$ cat src/hw/rtl/orcc_pkg.sv
// Package for the oriented rectangle collision check core.
// Holds pipeline depths, datapath widths and the item and geometry structs.
// Used by every module under hw/rtl; depends on nothing else.
package orcc_pkg;

  localparam int ISQRT_STAGES = 32;
  localparam int DIV_STAGES   = 17;
  localparam int UNIT_LAT     = ISQRT_STAGES + DIV_STAGES + 2;
  localparam int SIGN_DLY     = ISQRT_STAGES + DIV_STAGES;
  localparam int RECT_LAT     = 2;
  localparam int INSIDE_LAT   = 4;
  localparam int NEAR_LAT     = 6;
  localparam int D_DLY        = UNIT_LAT + RECT_LAT;
  localparam int HIT_LAT      = D_DLY + INSIDE_LAT;
  localparam int NEAR_DLY     = HIT_LAT - NEAR_LAT;
  localparam int TOTAL_LAT    = HIT_LAT + 1;

  localparam int QUO_W  = 17;
  localparam int HS_W   = 25;
  localparam int OFF_W  = 26;
  localparam int DIFF_W = 28;
  localparam int PROD_W = 54;

  localparam logic [QUO_W-1:0] UNIT_ONE = 17'd65536;

  typedef struct packed {
    logic signed [31:0] a_pos_x;
    logic signed [31:0] a_pos_y;
    logic signed [15:0] a_dir_x;
    logic signed [15:0] a_dir_y;
    logic [15:0]        a_wide;
    logic [15:0]        a_long;
    logic signed [31:0] b_pos_x;
    logic signed [31:0] b_pos_y;
    logic signed [15:0] b_dir_x;
    logic signed [15:0] b_dir_y;
    logic [15:0]        b_wide;
    logic [15:0]        b_long;
  } in_item_t;

  typedef struct packed {
    logic hit;
    logic near;
  } out_item_t;

  typedef struct packed {
    logic [QUO_W-1:0] x_mag;
    logic             x_neg;
    logic [QUO_W-1:0] y_mag;
    logic             y_neg;
  } unit_vec_t;

  typedef struct packed {
    logic [3:0][OFF_W-1:0] cx;
    logic [3:0][OFF_W-1:0] cy;
    logic [HS_W-1:0]       lx;
    logic [HS_W-1:0]       ly;
    logic [HS_W-1:0]       fx;
    logic [HS_W-1:0]       fy;
  } rect_geom_t;

endpackage

$ cat src/hw/rtl/orcc_rect.sv
// Footprint builder: scales the unit heading by half length and half width
// and forms the four corner offsets. Depends on orcc_pkg.
module orcc_rect import orcc_pkg::*; (
  input  logic        clk,
  input  unit_vec_t   uvec,
  input  logic [15:0] wide,
  input  logic [15:0] long,
  output rect_geom_t  geom
);

  logic [32:0]            p_fx;
  logic [32:0]            p_fy;
  logic [32:0]            p_lx;
  logic [32:0]            p_ly;
  logic [HS_W-2:0]        fxm;
  logic [HS_W-2:0]        fym;
  logic [HS_W-2:0]        lxm;
  logic [HS_W-2:0]        lym;
  logic                   x_neg;
  logic                   y_neg;
  logic signed [HS_W-1:0] fx;
  logic signed [HS_W-1:0] fy;
  logic signed [HS_W-1:0] lx;
  logic signed [HS_W-1:0] ly;

  assign p_fx = 33'(uvec.x_mag) * 33'(long);
  assign p_fy = 33'(uvec.y_mag) * 33'(long);
  assign p_lx = 33'(uvec.y_mag) * 33'(wide);
  assign p_ly = 33'(uvec.x_mag) * 33'(wide);

  always_ff @(posedge clk) begin
    fxm <= p_fx[32:9];
    fym <= p_fy[32:9];
    lxm <= p_lx[32:9];
    lym <= p_ly[32:9];
    x_neg <= uvec.x_neg;
    y_neg <= uvec.y_neg;
  end

  always_comb begin
    fx = x_neg ? -$signed({1'b0, fxm}) : $signed({1'b0, fxm});
    fy = y_neg ? -$signed({1'b0, fym}) : $signed({1'b0, fym});
    lx = y_neg ? $signed({1'b0, lxm}) : -$signed({1'b0, lxm});
    ly = x_neg ? -$signed({1'b0, lym}) : $signed({1'b0, lym});
  end

  always_ff @(posedge clk) begin
    geom.cx[0] <= OFF_W'(lx) + OFF_W'(fx);
    geom.cy[0] <= OFF_W'(ly) + OFF_W'(fy);
    geom.cx[1] <= OFF_W'(fx) - OFF_W'(lx);
    geom.cy[1] <= OFF_W'(fy) - OFF_W'(ly);
    geom.cx[2] <= -OFF_W'(lx) - OFF_W'(fx);
    geom.cy[2] <= -OFF_W'(ly) - OFF_W'(fy);
    geom.cx[3] <= OFF_W'(lx) - OFF_W'(fx);
    geom.cy[3] <= OFF_W'(ly) - OFF_W'(fy);
    geom.lx <= lx;
    geom.ly <= ly;
    geom.fx <= fx;
    geom.fy <= fy;
  end

endmodule

$ cat config.mk
export PLATFORM = sky130hd
export DESIGN_NAME = orcc_rect
export DESIGN_NICKNAME = d
export VERILOG_FILES = /design/src/hw/rtl/orcc_pkg.sv /design/src/hw/rtl/orcc_rect.sv
export SDC_FILE = /design/constraint.sdc
export NUM_CORES = 2
export LEC_CHECK = 0
export BUFFER_PORTS_ARGS = -buffer_cell sky130_fd_sc_hd__buf_2
export CORE_ASPECT_RATIO = 0.8
export CORE_MARGIN = 1.5
export CORE_UTILIZATION = 55
export DETAILED_ROUTE_END_ITERATION = 8
export GPL_TIMING_DRIVEN = 1
export PLACE_DENSITY_LB_ADDON = 0.15
export SKIP_CTS_REPAIR_TIMING = 1
export SLEW_MARGIN = 10
export SYNTH_ARGS = -nofsm -noshare
export SYNTH_HDL_FRONTEND = slang
export SYNTH_SLANG_ARGS = --single-unit
export TNS_END_PERCENT = 100
$ cat constraint.sdc
create_clock -name clk -period 13.4 [get_ports clk]
set_input_delay 2.68 -clock clk [delete_from_list [all_inputs] [get_ports clk]]
set_output_delay 2.68 -clock clk [all_outputs]
set_load 0.02 [all_outputs]
# Word level (Yosys, flattened, before mapping)
# Index checks and enable logic that the tools add are counted.
dict set report word_totals {
  out_inout_bits 308
  reg_bits 406
  in_bits 69
}
dict set report op_classes {
  multipliers 4
  mux 4
  add_sub_neg 14
}
# cell count
set ops {}
lappend ops {{17-bit by 16-bit multiplier with 33-bit output} 4}
lappend ops {{25-bit by 25-bit subtractor with 26-bit output} 4}
lappend ops {{25-bit 2-to-1 mux} 4}
lappend ops {{24-bit negator with 25-bit output} 4}
lappend ops {{25-bit by 25-bit adder with 26-bit output} 2}
lappend ops {{25-bit negator with 26-bit output} 2}
lappend ops {{26-bit by 25-bit subtractor with 26-bit output} 2}

# Longest topological paths before layout
dict set report logic_depth {
  depth_word 4
  ltp_mapped 25
  depth_no_buf 24
}

# Worst setup path before layout
# Ideal clock, no wire load.
dict set report synth_path {
  kind {input to register}
  start {input long[7]}
  end {register fym[23]}
  cell_stages 23
  arrival_time_ps 8334
  path_slack_ps 4945
  required_ps 13279
  path_cell_list {clkbuf_1 clkbuf_1 nand2_1 fa_1 inv_1 fa_1 fa_1 fa_1 fa_1 inv_1 fa_1 inv_1 ha_1 a21o_1 a21o_1 a21oi_1 o21ai_0 a22oi_1 a21bo_2 o41ai_1 o21ba_2 o21bai_1 xnor2_1}
}
dict set report synth_via {
  elab_chain_len 1
}
# item line_no
set synth_rtl {}
lappend synth_rtl {{from (decl)} orcc_rect.sv:7} ;# input logic [15:0] long,
lappend synth_rtl {{17-bit by 16-bit multiplier with 33-bit output} orcc_rect.sv:27} ;# assign p_fy = 33'(uvec.y_mag) * 33'(long);
lappend synth_rtl {{named net p_fy[32]} orcc_rect.sv:12} ;# logic [32:0] p_fy;
lappend synth_rtl {{to (signal assigned)} orcc_rect.sv:33} ;# fym <= p_fy[32:9];
lappend synth_rtl {{to (decl)} orcc_rect.sv:16} ;# logic [HS_W-2:0] fym;
# The timed path passes the listed nets, and every way through them passes these cells.

# Worst setup path after layout
dict set report layout_path {
  start {input long[1]}
  end {register fxm[17]}
}
dict set report layout_via {
  elab_chain_len 1
}
# item line_no
set layout_rtl {}
lappend layout_rtl {{17-bit by 16-bit multiplier with 33-bit output} orcc_rect.sv:26} ;# assign p_fx = 33'(uvec.x_mag) * 33'(long);
lappend layout_rtl {{named net p_fx[26]} orcc_rect.sv:11} ;# logic [32:0] p_fx;
lappend layout_rtl {{to (signal assigned)} orcc_rect.sv:32} ;# fxm <= p_fx[32:9];
lappend layout_rtl {{to (decl)} orcc_rect.sv:15} ;# logic [HS_W-2:0] fxm;
# The timed path passes the listed nets, and every way through them passes these cells.

==> run summary <==
die height: 283 um
Mapped Area: 54000 sq um
Clock Latency Late Sink: 0.61 ns
Area growth syn-to-layout: 7.73%
total grt overflow: 0
H-Tree Depth: 2
TritonRoute pass-1 iters: 5
NumNets Final: 7714
Synth Warn #: 0
Final Cycle Share: 66.8%
Startpoint Class: input pin
via count: 40646
first-pass GRT wire length: 232 mm
Setup crit end kind: register
Seq/Total Area, Yosys: 14.8%
most frequent cells in the layout: inv_1 (1072), fa_1 (836), nand2_1 (675)
Max Cap Viol: 0
pin slew with the least headroom to its limit: 1.26 ns
Yosys cell types: 82
Post-Syn Nets: 7527
number of synthesized register bits: 400
Worst Min Path Start: fxm[0]
Max Fclk: 112 MHz
CTS Sinks: 400
CTS Buffer Depth: 3
routed len/inst: 19.3 um
# IOs: 377
Root Driver: clkbuf_16
initial cell density of the core: 55.6%
Residual DRC: 0
antenna violations before repair: 12
CTS buffer count: 42
Synth Area per Inst: 9.05 sq um
largest net degree at the start of global routing: 51
core area: 97000 sq um
Final Hold Vio Count: 0
fill count: 8586
Hold Crit Class: register to register
die area: 100000 sq um
Via density: 5.43
vias in the first global route: 41790
drt initial violations: 3130
fraction of layout cells with a size suffix above 1: 8.40%
Final Cell Area: 58100 sq um
Cell Rows: 102
Fin Clk Skew: 0.0276 ns
DP Wirelength: 111 mm
Max FO, Critical Path: 34
R2R Path Start: lxm[0]
most common cell after layout, fill and taps aside: inv_1
die width: 353 um
Antenna Violating Nets Remaining: 0
gr usage total: 29.3%
GP Congestion: 0.921
Setup-failing EPs final: 0
dpl cell area: 56700 sq um
PortBufs: 376
CP Data Required Time: 13.88 ns
clock-pin slew on the worst setup and hold paths: 0.06 ns
RSZ-0062 raised after global routing: false
outcome: complete, no violations
total negative slack: 0 ns
Slew Viols, Final: 0
Period minus WS final: 8.96 ns
crit path from: long[1]
slew margin rel.: 15.4%
async set or reset register ratio after synthesis: 0%
CTS tree: yes
critical path class: input pin to register
WP data arrival: 9.44 ns
Routed Wire Length: 145 mm
commonest register cell after synthesis: dfxtp_1
EDFF count, synth: 0
post-synthesis cell count: 5962
cell usage after synthesis, types with 15 or more instances:
cell type	count	area, sq um
nand3_1	34	170
nor2_1	206	773
o21ai_0	98	490
fa_1	836	16700
o21a_1	31	233
a21oi_1	228	1140
nor4_1	24	150
nor3_1	55	275
dfxtp_1	400	8010
a211oi_1	20	150
a31oi_1	25	156
nand2b_1	29	181
xnor2_1	265	2320
a21o_1	85	638
clkbuf_1	246	923
o21bai_1	45	338
nand2_1	675	2530
and3_1	15	93.8
xor2_1	95	832
nor2b_1	34	213
and2_1	511	3200
inv_1	1072	4020
ha_1	660	8260
or3_1	23	144
nand4_1	20	125
o31ai_1	21	158
worst paths after layout:
kind	end	slack, ns	cells past startpoint
worst max-delay path	fxm[17]	4.44	22
worst min register to register	geom[25]	0.47	0
worst min-delay path	geom[25]	0.47	0
worst max register to register	geom[280]	7.63	16
per-layer routing:
metal,global-route usage (%),share of wire (%),vias up
li1,-,-,18793
met1,42.3,45,20284
met2,46.3,45,1402
met3,5.26,8.2,165
met4,5.57,1.7,2
met5,0,0.0090,-
critical path, stage by stage:
cell,delay (ns)
buf_2,0.67
nand2_1,0.18
fa_1,0.55
fa_1,0.52
fa_1,0.51
inv_1,0.05
fa_1,0.49
fa_1,0.49
inv_1,0.05
fa_1,0.47
inv_1,0.04
ha_1,0.27
and4_1,0.23
a21oi_1,0.08
o21ai_0,0.10
a22oi_1,0.17
a311oi_1,0.63
a311o_1,0.41
a21oi_2,0.12
nor3b_2,0.38
a31oi_1,0.16
xnor2_1,0.15
cell families after synthesis:
family / Yosys count / synth area share [%]
AO/OA/AOI/OAI: 689 / 8.39
XOR/XNOR: 360 / 5.84
adder cells (fa/ha/maj): 1496 / 46.3
buffers and inverters: 1348 / 9.44
flip-flops: 400 / 14.8
multiplexers: 3 / 0.0580
AND/OR/NAND/NOR: 1666 / 15.1
cell type report:
cell class / count / area, sq um / share of cell area [%]
repair buffers: 406 / 2110 / 3.62
clock buffers: 50 / 1120 / 1.93
inverters: 1085 / 4070 / 7.00
clock inverters: 25 / 323 / 0.555
flip-flops and latches: 400 / 8010 / 13.8
diodes: 6 / 15.0 / 0.0258
well taps: 1300 / 1630 / 2.80
multi-input cells: 4214 / 40900 / 70.3
registers in the layout, indices dropped and copies added (netlist names):
signal / flops
fym: 24
y_neg: 1
fxm: 24
geom: 302
lym: 24
lxm: 24
x_neg: 1
through the flow:
step	instances	setup slack, ns	utilization (%)	hold slack, ns
floorplan	5962	4.94	-	0.382
global placement	7405	3.98	58.4	0.474
detailed placement	7405	3.92	58.4	0.475
CTS	7480	4.56	59.9	0.482
global route	7483	4.13	59.9	0.496
finish	7486	4.44	59.9	0.473
Power is left out: the tool's default activity adds up to more than one toggle a clock period on the data nets, which glitch-free logic cannot reach.
